$ cat config.mk
export PLATFORM = sky130hd
export DESIGN_NAME = lorenz_euler_step_top
export DESIGN_NICKNAME = d
export VERILOG_FILES = /design/src/design/les_pkg.sv /design/src/design/les_sermul.sv /design/src/design/lorenz_euler_step_top.sv
export SDC_FILE = /design/constraint.sdc
export NUM_CORES = 1
export LEC_CHECK = 0
export ABC_AREA = 1
export BUFFER_PORTS_ARGS = -buffer_cell sky130_fd_sc_hd__buf_2
export CAP_MARGIN = 25
export CORE_ASPECT_RATIO = 1.75
export CORE_MARGIN = 8
export CORE_UTILIZATION = 25
export DETAILED_ROUTE_END_ITERATION = 10
export SLEW_MARGIN = 5
export SYNTH_ARGS = -nofsm -noshare
export SYNTH_HDL_FRONTEND = slang
export SYNTH_SLANG_ARGS = --single-unit
$ cat constraint.sdc
create_clock -name clk_i -period 13.8 [get_ports clk_i]
set_input_delay 0.69 -clock clk_i [delete_from_list [all_inputs] [get_ports clk_i]]
set_output_delay 0.69 -clock clk_i [all_outputs]
set_load 0.05 [all_outputs]
$ cat src/design/les_pkg.sv
package les_pkg;

  // input item operation codes
  localparam logic OP_LOAD = 1'b0;
  localparam logic OP_STEP = 1'b1;

  // configuration register indexes
  localparam int unsigned CfgIdxW = 8;
  localparam logic [CfgIdxW-1:0] CFG_COEF_A     = 8'd0;
  localparam logic [CfgIdxW-1:0] CFG_COEF_B     = 8'd1;
  localparam logic [CfgIdxW-1:0] CFG_COEF_C     = 8'd2;
  localparam logic [CfgIdxW-1:0] CFG_STEP_LIMIT = 8'd3;

  // configuration reset values
  localparam logic signed [31:0] COEF_A_RST     = 32'sd655360;
  localparam logic signed [31:0] COEF_B_RST     = 32'sd1835008;
  localparam logic signed [31:0] COEF_C_RST     = 32'sd174763;
  localparam logic [19:0]        STEP_LIMIT_RST = 20'd1000;

  // time step 0.01 in Q16.16
  localparam logic signed [31:0] DT_Q16 = 32'sd655;

  localparam logic signed [31:0] S32_MAX = 32'sh7fffffff;
  localparam logic signed [31:0] S32_MIN = 32'sh80000000;

  // products of one Euler update, in issue order
  typedef enum logic [2:0] {
    OP_FX = 3'd0,  // a * (y - x)
    OP_FY = 3'd1,  // x * (b - z), then minus y
    OP_XY = 3'd2,  // x * y
    OP_CZ = 3'd3,  // c * z, then xy minus cz
    OP_NX = 3'd4,  // fx * dt, added to x
    OP_NY = 3'd5,  // fy * dt, added to y
    OP_NZ = 3'd6   // fz * dt, added to z
  } mul_op_e;

  typedef struct packed {
    logic              operation;
    logic signed [31:0] start_x;
    logic signed [31:0] start_y;
    logic signed [31:0] start_z;
  } in_item_t;

  typedef struct packed {
    logic [30:0]        time_now;
    logic signed [31:0] pos_x;
    logic signed [31:0] pos_y;
    logic signed [31:0] pos_z;
    logic               last_step;
  } out_item_t;

  // saturating add or subtract of two signed 32-bit values
  function automatic logic signed [31:0] sat_addsub(logic signed [31:0] p,
                                                    logic signed [31:0] q,
                                                    logic sub);
    logic [32:0] qx;
    logic [32:0] s;
    qx = sub ? ~{q[31], q} : {q[31], q};
    s  = {p[31], p} + qx + {32'd0, sub};
    if (s[32] != s[31]) begin
      return s[32] ? S32_MIN : S32_MAX;
    end
    return s[31:0];
  endfunction

endpackage

$ cat src/design/les_sermul.sv
module les_sermul (
  input  logic               clk_i,
  input  logic               rst_ni,
  input  logic               start_i,
  input  logic signed [31:0] mcand_i,
  input  logic signed [31:0] mplier_i,
  output logic               done_o,
  output logic signed [31:0] prod_o
);
  import les_pkg::*;

  logic               busy_q, rnd_q, done_q;
  logic [4:0]         cnt_q;
  logic signed [31:0] mcand_q;
  logic [31:0]        mplier_q;
  logic [32:0]        acc_q;
  logic signed [31:0] prod_q;

  logic        last_bit;
  logic [32:0] ext, addend, sum;
  logic [63:0] full;
  logic [47:0] rsum;
  logic signed [31:0] rnd_sat;

  // one multiplier bit per cycle, sign bit weighs negative
  assign last_bit = (cnt_q == 5'd31);
  assign ext      = {mcand_q[31], mcand_q};
  always_comb begin
    addend = '0;
    if (mplier_q[0]) begin
      addend = last_bit ? (~ext + 33'd1) : ext;
    end
    sum = acc_q + addend;
  end

  // round half up, then saturate to 32 bits
  always_comb begin
    full = {acc_q[31:0], mplier_q};
    rsum = full[63:16] + {47'd0, full[15]};
    if (rsum[47:31] != {17{rsum[31]}}) begin
      rnd_sat = rsum[47] ? S32_MIN : S32_MAX;
    end else begin
      rnd_sat = rsum[31:0];
    end
  end

  // control
  always_ff @(posedge clk_i or negedge rst_ni) begin
    if (!rst_ni) begin
      busy_q <= 1'b0;
      rnd_q  <= 1'b0;
      done_q <= 1'b0;
      cnt_q  <= '0;
    end else begin
      done_q <= rnd_q;
      rnd_q  <= busy_q && last_bit;
      if (start_i) begin
        busy_q <= 1'b1;
        cnt_q  <= '0;
      end else if (busy_q) begin
        cnt_q <= cnt_q + 5'd1;
        if (last_bit) begin
          busy_q <= 1'b0;
        end
      end
    end
  end

  // shift datapath
  always_ff @(posedge clk_i) begin
    if (start_i) begin
      mcand_q  <= mcand_i;
      mplier_q <= mplier_i;
      acc_q    <= '0;
    end else if (busy_q) begin
      acc_q    <= {sum[32], sum[32:1]};
      mplier_q <= {sum[0], mplier_q[31:1]};
    end
    if (rnd_q) begin
      prod_q <= rnd_sat;
    end
  end

  assign done_o = done_q;
  assign prod_o = prod_q;

endmodule

$ cat src/design/lorenz_euler_step_top.sv
// a load item, or a step item once the last point is reached, goes straight to the
//   finish state; its result is registered there once the output slot is free
// a step item first computes seven products, one after another, through one
//   bit-serial 32x32 multiplier, one bit a cycle
// items are taken only in idle, never before the last result is registered
// reset: point, time and step count clear to zero; coefficients return to defaults
module lorenz_euler_step_top (
  input  logic                        clk_i,
  input  logic                        rst_ni,
  input  logic                        in_valid_i,
  output logic                        in_ready_o,
  input  les_pkg::in_item_t           in_item_i,
  output logic                        out_valid_o,
  input  logic                        out_ready_i,
  output les_pkg::out_item_t          out_item_o,
  input  logic                        cfg_valid_i,
  output logic                        cfg_ready_o,
  input  logic [les_pkg::CfgIdxW-1:0] cfg_index_i,
  input  logic [31:0]                 cfg_data_i
);
  import les_pkg::*;

  typedef enum logic [3:0] {
    ST_IDLE  = 4'b0001,
    ST_ISSUE = 4'b0010,
    ST_WAIT  = 4'b0100,
    ST_FIN   = 4'b1000
  } state_e;

  state_e             state_q;
  mul_op_e            op_q;
  logic signed [31:0] coef_a_q, coef_b_q, coef_c_q;
  logic [19:0]        limit_q;
  logic signed [31:0] x_q, y_q, z_q;
  logic signed [31:0] t0_q, t1_q, t2_q;
  logic [31:0]        time_q;
  logic [19:0]        count_q;
  logic               out_valid_q;
  out_item_t          out_item_q;

  logic               at_last, slot_free, in_acc;
  logic               mul_start, mul_done;
  logic signed [31:0] mul_a, mul_b, mul_p;
  logic signed [31:0] wb_p, wb_q, wb_val;
  logic               wb_sub;

  assign at_last     = ({1'b0, count_q} + 21'd1) >= {1'b0, limit_q};
  assign slot_free   = !out_valid_q || out_ready_i;
  assign in_ready_o  = (state_q == ST_IDLE);
  assign in_acc      = in_valid_i && in_ready_o;
  assign cfg_ready_o = 1'b1;
  assign mul_start   = (state_q == ST_ISSUE);

  // multiplier operands for each product
  always_comb begin
    case (op_q)
      OP_FX: begin
        mul_a = coef_a_q;
        mul_b = sat_addsub(y_q, x_q, 1'b1);
      end
      OP_FY: begin
        mul_a = x_q;
        mul_b = sat_addsub(coef_b_q, z_q, 1'b1);
      end
      OP_XY: begin
        mul_a = x_q;
        mul_b = y_q;
      end
      OP_CZ: begin
        mul_a = coef_c_q;
        mul_b = z_q;
      end
      OP_NX: begin
        mul_a = t0_q;
        mul_b = DT_Q16;
      end
      OP_NY: begin
        mul_a = t1_q;
        mul_b = DT_Q16;
      end
      OP_NZ: begin
        mul_a = t2_q;
        mul_b = DT_Q16;
      end
      default: begin
        mul_a = '0;
        mul_b = '0;
      end
    endcase
  end

  les_sermul u_mul (
    .clk_i    (clk_i),
    .rst_ni   (rst_ni),
    .start_i  (mul_start),
    .mcand_i  (mul_a),
    .mplier_i (mul_b),
    .done_o   (mul_done),
    .prod_o   (mul_p)
  );

  // saturating add or subtract after the FY, CZ and NX to NZ products
  always_comb begin
    wb_p   = mul_p;
    wb_q   = y_q;
    wb_sub = 1'b1;
    case (op_q)
      OP_FY: begin
        wb_p   = mul_p;
        wb_q   = y_q;
        wb_sub = 1'b1;
      end
      OP_CZ: begin
        wb_p   = t2_q;
        wb_q   = mul_p;
        wb_sub = 1'b1;
      end
      OP_NX: begin
        wb_p   = x_q;
        wb_q   = mul_p;
        wb_sub = 1'b0;
      end
      OP_NY: begin
        wb_p   = y_q;
        wb_q   = mul_p;
        wb_sub = 1'b0;
      end
      OP_NZ: begin
        wb_p   = z_q;
        wb_q   = mul_p;
        wb_sub = 1'b0;
      end
      default: begin
        wb_p   = mul_p;
        wb_q   = y_q;
        wb_sub = 1'b1;
      end
    endcase
    wb_val = sat_addsub(wb_p, wb_q, wb_sub);
  end

  // sequencer, configuration and integrator state
  always_ff @(posedge clk_i or negedge rst_ni) begin
    if (!rst_ni) begin
      state_q     <= ST_IDLE;
      op_q        <= OP_FX;
      coef_a_q    <= COEF_A_RST;
      coef_b_q    <= COEF_B_RST;
      coef_c_q    <= COEF_C_RST;
      limit_q     <= STEP_LIMIT_RST;
      x_q         <= '0;
      y_q         <= '0;
      z_q         <= '0;
      time_q      <= '0;
      count_q     <= '0;
      out_valid_q <= 1'b0;
    end else begin
      if (cfg_valid_i) begin
        case (cfg_index_i)
          CFG_COEF_A:     coef_a_q <= cfg_data_i;
          CFG_COEF_B:     coef_b_q <= cfg_data_i;
          CFG_COEF_C:     coef_c_q <= cfg_data_i;
          CFG_STEP_LIMIT: limit_q  <= cfg_data_i[19:0];
          default: ;
        endcase
      end

      case (state_q)
        ST_IDLE: begin
          if (in_acc) begin
            if (in_item_i.operation == OP_LOAD) begin
              x_q     <= in_item_i.start_x;
              y_q     <= in_item_i.start_y;
              z_q     <= in_item_i.start_z;
              time_q  <= '0;
              count_q <= '0;
              state_q <= ST_FIN;
            end else if (at_last) begin
              state_q <= ST_FIN;
            end else begin
              op_q    <= OP_FX;
              state_q <= ST_ISSUE;
            end
          end
        end
        ST_ISSUE: begin
          state_q <= ST_WAIT;
        end
        ST_WAIT: begin
          if (mul_done) begin
            case (op_q)
              OP_NX: x_q <= wb_val;
              OP_NY: y_q <= wb_val;
              OP_NZ: z_q <= wb_val;
              default: ;
            endcase
            if (op_q == OP_NZ) begin
              time_q  <= time_q + 32'(DT_Q16);
              count_q <= count_q + 20'd1;
              state_q <= ST_FIN;
            end else begin
              op_q    <= mul_op_e'(op_q + 3'd1);
              state_q <= ST_ISSUE;
            end
          end
        end
        ST_FIN: begin
          if (slot_free) begin
            state_q <= ST_IDLE;
          end
        end
        default: state_q <= ST_IDLE;
      endcase

      // output register
      if (state_q == ST_FIN && slot_free) begin
        out_valid_q <= 1'b1;
      end else if (out_ready_i) begin
        out_valid_q <= 1'b0;
      end
    end
  end

  // intermediate derivatives and result payload
  always_ff @(posedge clk_i) begin
    if (state_q == ST_WAIT && mul_done) begin
      case (op_q)
        OP_FX: t0_q <= mul_p;
        OP_FY: t1_q <= wb_val;
        OP_XY: t2_q <= mul_p;
        OP_CZ: t2_q <= wb_val;
        default: ;
      endcase
    end
    if (state_q == ST_FIN && slot_free) begin
      out_item_q.time_now  <= time_q[30:0];
      out_item_q.pos_x     <= x_q;
      out_item_q.pos_y     <= y_q;
      out_item_q.pos_z     <= z_q;
      out_item_q.last_step <= at_last;
    end
  end

  assign out_valid_o = out_valid_q;
  assign out_item_o  = out_item_q;

`ifndef SYNTHESIS
  a_state_onehot: assert property (@(posedge clk_i) disable iff (!rst_ni)
    $onehot(state_q)) else $error("sequencer state not one-hot");

  a_done_in_wait: assert property (@(posedge clk_i) disable iff (!rst_ni)
    mul_done |-> (state_q == ST_WAIT)) else $error("product done outside wait");

  a_time_advance: assert property (@(posedge clk_i) disable iff (!rst_ni)
    (state_q == ST_WAIT && mul_done && op_q == OP_NZ)
    |=> (time_q == $past(time_q) + 32'(DT_Q16)))
    else $error("time did not advance by one step");
`endif

endmodule

==> results of run 1 <==
[routing by layer]
layer	global-route usage [%]	vias up	share of wire, %
met4	13.60	0	8.0
met5	0	-	0
met1	19.74	16833	35
li1	-	16256	-
met3	3.077	454	5.7
met2	35.30	1381	51
[kinds of logic (layout without fill, tap and decap cells)]
| family | count (synthesis) | count (layout) | synth area share (%) |
|---|---|---|---|
| adder cells (fa/ha/maj) | 163 | 163 | 5.417 |
| buffers and inverters | 689 | 968 | 7.058 |
| other | 1 | 6 | 0.009816 |
| flip-flops | 631 | 631 | 45.18 |
| AND/OR/NAND/NOR | 1852 | 1852 | 21.01 |
| XOR/XNOR | 173 | 173 | 3.986 |
| AO/OA/AOI/OAI | 1121 | 1121 | 17.34 |
[layout make-up]
cell class	count	area, sq um
antenna	5	12.51
clock inverter	44	526.8
sequential	631	17260
clock buffer	84	1834
timing repair buffer	327	1887
inverter	513	1927
fill	16301	108100
tap	2016	2522
multi-input combinational	3310	18350
[layout by cell type (no fill, tap or decap), drive strengths merged, types with 8 or more instances in the layout]
cell	count
a211oi	8
inv	519
a21oi	336
nor4	19
a22o	23
o21ai	414
o211ai	38
clkinv	24
edfxtp	320
o21bai	17
a21boi	65
nand3b	12
xnor2	54
nand4	46
ha	159
clkbuf	84
nor3	94
o22ai	70
nor2	287
nand2	1153
dfrtp	257
xor2	119
a31oi	13
nand3	220
o21a	14
buf	327
a21o	20
a221oi	70
dfxtp	32
dfstp	22
a22oi	21
[power groups by stage]
stage,logic [uW],registers (uW),clock network [uW]
after floorplan,3920,3050,0
after global placement,5960,3080,0
after detailed placement,6030,3070,0
after CTS,6070,3040,2060
after global routing,6660,3090,2110
final,6120,3060,2010
[path summary, 6_finish.rpt]
check	endpoint	slack [ns]	cells past startpoint
hold reg to reg	out_item_o[126]$_DFFE_PP_	0.45	0
min in group clk_i	z_q[0]$_DFFE_PN0P_	0.23	3
setup reg to reg	t2_q[8]$_DFFE_PP_	7.41	23
hold / removal	x_q[7]$_DFFE_PN0P_	0.02	1
setup / recovery	t2_q[8]$_DFFE_PP_	7.41	23
max in group asynchronous	coef_b_q[25]$_DFFE_PN0P_	12.10	2
[per-stage QoR]
| stage | std cells | setup slack (ns) | area, sq um | hold slack, ns | utilization [%] |
|---|---|---|---|---|---|
| global route | 6926 | 7.107 | 44310 | 0.1183 | 29.08 |
| CTS | 6922 | 7.399 | 44240 | 0.07912 | 29.03 |
| detailed placement | 6794 | 7.418 | 41880 | 0.4328 | 27.48 |
| finish | 6930 | 7.412 | 44320 | 0.01624 | 29.09 |
| floorplan | 4630 | 7.146 | 38200 | 0.3944 | - |
| global placement | 6792 | 7.499 | 41820 | 0.4308 | 27.45 |
==> results_dict.tcl, run 1 <==
set metrics [dict create \
    status "completed" \
    core_area_sq_um 152400 \
    end_kind "register" \
    syn-num-nets 4935 \
    synth_area_per_cell_sq_um 8.251 \
    cpLargestDelayFamily "simple AND/OR/NAND/NOR gates" \
    synth.most_common_cell "nand2_1" \
    pwr-share-comb_pct 54.7 \
    grt_usage_pct 19.23 \
    slew_violations 0 \
    p_sw_share_pct 51.04 \
    power_uw 11190 \
    slew_headroom_pct 32.18 \
    startpoint "op_q[0]$_DFFE_PN0P_" \
    ys_types 69 \
    start_util_pct 25.07 \
    hold_viol 0 \
    rsz0062_at_grt "false" \
    finalCriticalPeriod_ns 6.388 \
    drtIter0Drc 2925 \
    required_ns 14.21 \
    synthTopCellsByArea "edfxtp_1 25%, dfrtp_1 17%, nand2_1 11%" \
    numCtsBuffers 69 \
    die_h_um 533.1 \
    ir_worst_vdd_mv 0.1738 \
    synth_seq_cells 631 \
    numClockSinks 631 \
    synthFlopType "edfxtp_1" \
    gp_congestion 1.012 \
    power.density_nw_per_um2 252.6 \
    die_area_sq_um 166100 \
    cp_data_arrival_time_ns 6.79 \
    ant_nets 0 \
    path_cells "inv_1, ha_1, nand2_2, buf_4, inv_1, buf_4, a221oi_1, o21ai_0, ha_1, nand2_1, nor2_1, inv_1, o21ai_0, a21oi_2, or2_2, nand2_1, nand2_1, nand2_1, nand3_2, nand2_1, nand2_4, nand2_1, o21ai_0" \
    hold_class "in2async" \
    antenna_found_initial 3 \
    yosysTopAreaCell "edfxtp_1" \
    grt_pass1_wl_mm 239.3 \
    io_pins 273 \
    rows 190 \
    cts_setup_buffers 0 \
    cts.path.max_buffers 3 \
    seq_power_share_pct 27.3 \
    grt_max_degree 106 \
    syn_inst 4630 \
    path_max_fanout 31 \
    async_flop_share_pct 44.22 \
    slowest_stage "nand3_2" \
    synth_top_area_share_pct 25.15 \
    synth_edf_count 320 \
    yosys-top-cells-count "1,091 x nand2_1, 496 x inv_1, 396 x o21ai_0, 334 x a21oi_1, 320 x edfxtp_1" \
    dpl.hpwl_mm 132.0 \
    die_w_um 311.5 \
    p_sw_uw 5714 \
    fin_tns_setup_ns 0 \
    dr.pass1.iters 6 \
    grt_overflow 0 \
    drive_gt1_share_pct 11.98 \
    fin_skew_ns 0.05259 \
    intPower_uw 5480 \
    wl_per_cell_um 24.00 \
    seq_area_frac_synth_pct 45.18 \
    fin_nets 5157 \
    mappedNetlistArea_sq_um 38200 \
    cpMostUsedCell "nand2_1" \
    cts_hold_buf 0 \
    htreeDepth 3 \
    critPathKind "reg2reg" \
    grt_pass1_vias 35879 \
    io_buffers 271 \
    vias 34924 \
    vias_per_cell 5.040 \
    r2r_start "op_q[0]$_DFFE_PN0P_" \
    setup_viol 0 \
    maxCapViolations 0 \
    clk-insertion-delay-late_ns 0.71 \
    tightestPinTransition_ns 1.017 \
    clk_pin_slew_worst_paths_ns 0.06 \
    cts_tree "built" \
    crit_path_start_kind "register" \
    cts_root_buf "clkbuf_16" \
    crit_buf_inv 5 \
    fmax_ghz 0.1565 \
    period_share_pct 46.29 \
    postCtsResizedCells 0 \
    ys_warn_count 0 \
    clockPowerShare_pct 18.0 \
    drc_errors 0 \
    wirelength_mm 166.3 \
    syn2layout_area_growth_pct 16.02 \
    largest_register_ffs 128 \
    slowest_delay_ns 0.77 \
    p_leak_uw 0.01912 \
]
No activity file was read; power rests on OpenSTA's default activity.
==> inputs of run 2 (changes only) <==
==> constraint.sdc (replaced) <==
create_clock -name clk_i -period 5.2 [get_ports clk_i]
set_input_delay 0.26 -clock clk_i [delete_from_list [all_inputs] [get_ports clk_i]]
set_output_delay 0.26 -clock clk_i [all_outputs]
set_load 0.05 [all_outputs]
==> run 2 against run 1 <==
  * Worst setup slack worse by 7.1 ns
  * Non-clock buffer count rose by 164
  * Die area unchanged
  * Clock skew is 0.0031 ns lower
  * Wire length increased by 3.7%
  * Sequential share of layout area shrank 1.4 points
  * Combinational power grew to 2.9 times the previous value
  * Final cell count increased by 2.4%
  * Register-to-register slack lost 7.1 ns
  * Core utilization rose by 1.1 points
==> results_dict.tcl, run 2 (synthesis results as in run 1) <==
set metrics [dict create \
    cts.path.max_buffers 3 \
    end_kind "register" \
    maxCapViolations 0 \
    period_share_pct 94.39 \
    ir_worst_vdd_mv 0.4077 \
    place_area_sq_um 42320 \
    critPathKind "reg2reg" \
    ant_nets 0 \
    antenna_found_initial 4 \
    drtIter0Drc 2961 \
    final_cell_mix "1,088 x nand2_1, 494 x inv_1, 393 x o21ai_0, 330 x a21oi_1, 320 x edfxtp_1" \
    clk-insertion-delay-late_ns 0.70 \
    cts_setup_buffers 0 \
    power.density_nw_per_um2 674.0 \
    fillCellCount 16257 \
    fin_cells 7093 \
    hold_viol 0 \
    power_uw 30970 \
    cts_tree "built" \
    die_w_um 311.5 \
    io_pins 273 \
    slew_violations 0 \
    grt_usage_pct 19.98 \
    startpoint "op_q[1]$_DFFE_PN0P_" \
    numClockSinks 631 \
    vias_per_cell 5.091 \
    multi_input_area_sq_um 18360 \
    slew_headroom_pct 30.42 \
    wl_per_cell_um 24.31 \
    layout_commonest_cell "nand2_1" \
    finalCriticalPeriod_ns 4.909 \
    die_area_sq_um 166100 \
    drive_gt1_share_pct 12.66 \
    dpl.hpwl_mm 137.3 \
    drc_errors 0 \
    hold_class "in2reg" \
    fmax_ghz 0.2037 \
    syn2layout_area_growth_pct 20.27 \
    setup_viol 0 \
    seqCellArea_sq_um 17260 \
    core_area_sq_um 152400 \
    p_leak_uw 0.01990 \
    tightestPinTransition_ns 1.036 \
    grt_pass1_vias 37098 \
    clk_pin_slew_worst_paths_ns 0.07 \
    worstHoldStart "cfg_data_i[12]" \
    path_max_fanout 13 \
    gp_congestion 1.032 \
    fin_tns_setup_ns 0 \
    largest_register_ffs 128 \
    dr.pass1.iters 6 \
    wirelength_mm 172.4 \
    vias 36113 \
    fin_nets 5321 \
    start_util_pct 25.07 \
    cp_data_arrival_time_ns 5.33 \
    grt_overflow 0 \
    rsz0062_at_grt "false" \
    grt_pass1_wl_mm 248.4 \
    io_buffers 271 \
    fin_skew_ns 0.04952 \
    cts_root_buf "clkbuf_16" \
    status "completed" \
    required_ns 5.62 \
    r2r_start "op_q[1]$_DFFE_PN0P_" \
    finish.instance_area_sq_um 45950 \
    grt_max_degree 113 \
    die_h_um 533.1 \
    numCtsBuffers 69 \
    rows 190 \
    htreeDepth 3 \
    placedCellCount 6844 \
    crit_path_start_kind "register" \
]
-- run 2: what timing repair did --
action | 4_1_cts | 5_1_grt
hold endpoints to repair | 255 | 0
resized for setup | 0 | 8
hold buffers | 117 | 0
setup endpoints to repair | 0 | 22
-- run 2: final timing paths --
kind                       slack (ns)  cells past startpoint                         to
hold / removal                  0.009                      3   coef_c_q[12]$_DFFE_PN0P_
hold reg to reg                  0.44                      0  out_item_o[123]$_DFFE_PP_
max in group asynchronous        3.51                      3        y_q[24]$_DFFE_PN0P_
setup / recovery                 0.29                     21         t2_q[21]$_DFFE_PP_
min in group asynchronous        0.22                      2        x_q[10]$_DFFE_PN0P_
setup reg to reg                 0.29                     21         t2_q[21]$_DFFE_PP_
-- run 2: critical path: stages, from the launching register on --
cell and delay (ns):
dfrtp_1 0.41, inv_1 0.08, ha_1 0.24, nand2_2 0.19, inv_2 0.18, buf_4 0.25
a221oi_1 0.38, o21ai_0 0.17, ha_1 0.47, a21oi_1 0.45, o21ai_0 0.18, a21oi_1 0.17
nand2_1 0.16, nand2_1 0.17, nand2_1 0.14, nand2_1 0.33, nand2_1 0.18, xor2_1 0.18
nand2_1 0.11, nand2_4 0.07, nand2_1 0.07, o21ai_1 0.06
-- run 2: stage by stage --
stage	utilization, %	hold WS [ns]	setup WS (ns)
6_report	30.15	0.009398	0.2915
5_1_grt	30.15	0.003848	0.02160
4_1_cts	30.13	0.003695	0.2072
3_5_place_dp	27.77	0.3793	0.2644
3_3_place_gp	27.75	0.3739	0.3134
2_1_floorplan	-	-0.03559	0.7093
-- run 2: metal layers --
metal / global-route usage, % / vias to the layer above / share of wire, %
li1: - / 16583 / -
met4: 14.12 / 0 / 8.2
met1: 21.23 / 17492 / 36
met2: 36.28 / 1545 / 51
met5: 0 / - / 0
met3: 2.574 / 493 / 5.1
-- run 2: where the power goes --
| part | internal, uW | switching [uW] |
|---|---|---|
| sequential | 6740 | 1350 |
| combinational | 5110 | 12300 |
| clock | 3070 | 2350 |
| total | 14900 | 16000 |
-- run 2: final cells by class --
cell class | count | share of cell area, %
Antenna cell | 4 | 0.02179
Sequential cell | 631 | 37.57
Inverter | 513 | 4.194
Tap cell | 2016 | 5.490
Multi-Input combinational cell | 3310 | 39.97
Clock inverter | 41 | 1.179
Clock buffer | 87 | 4.104
Timing Repair Buffer | 491 | 7.475
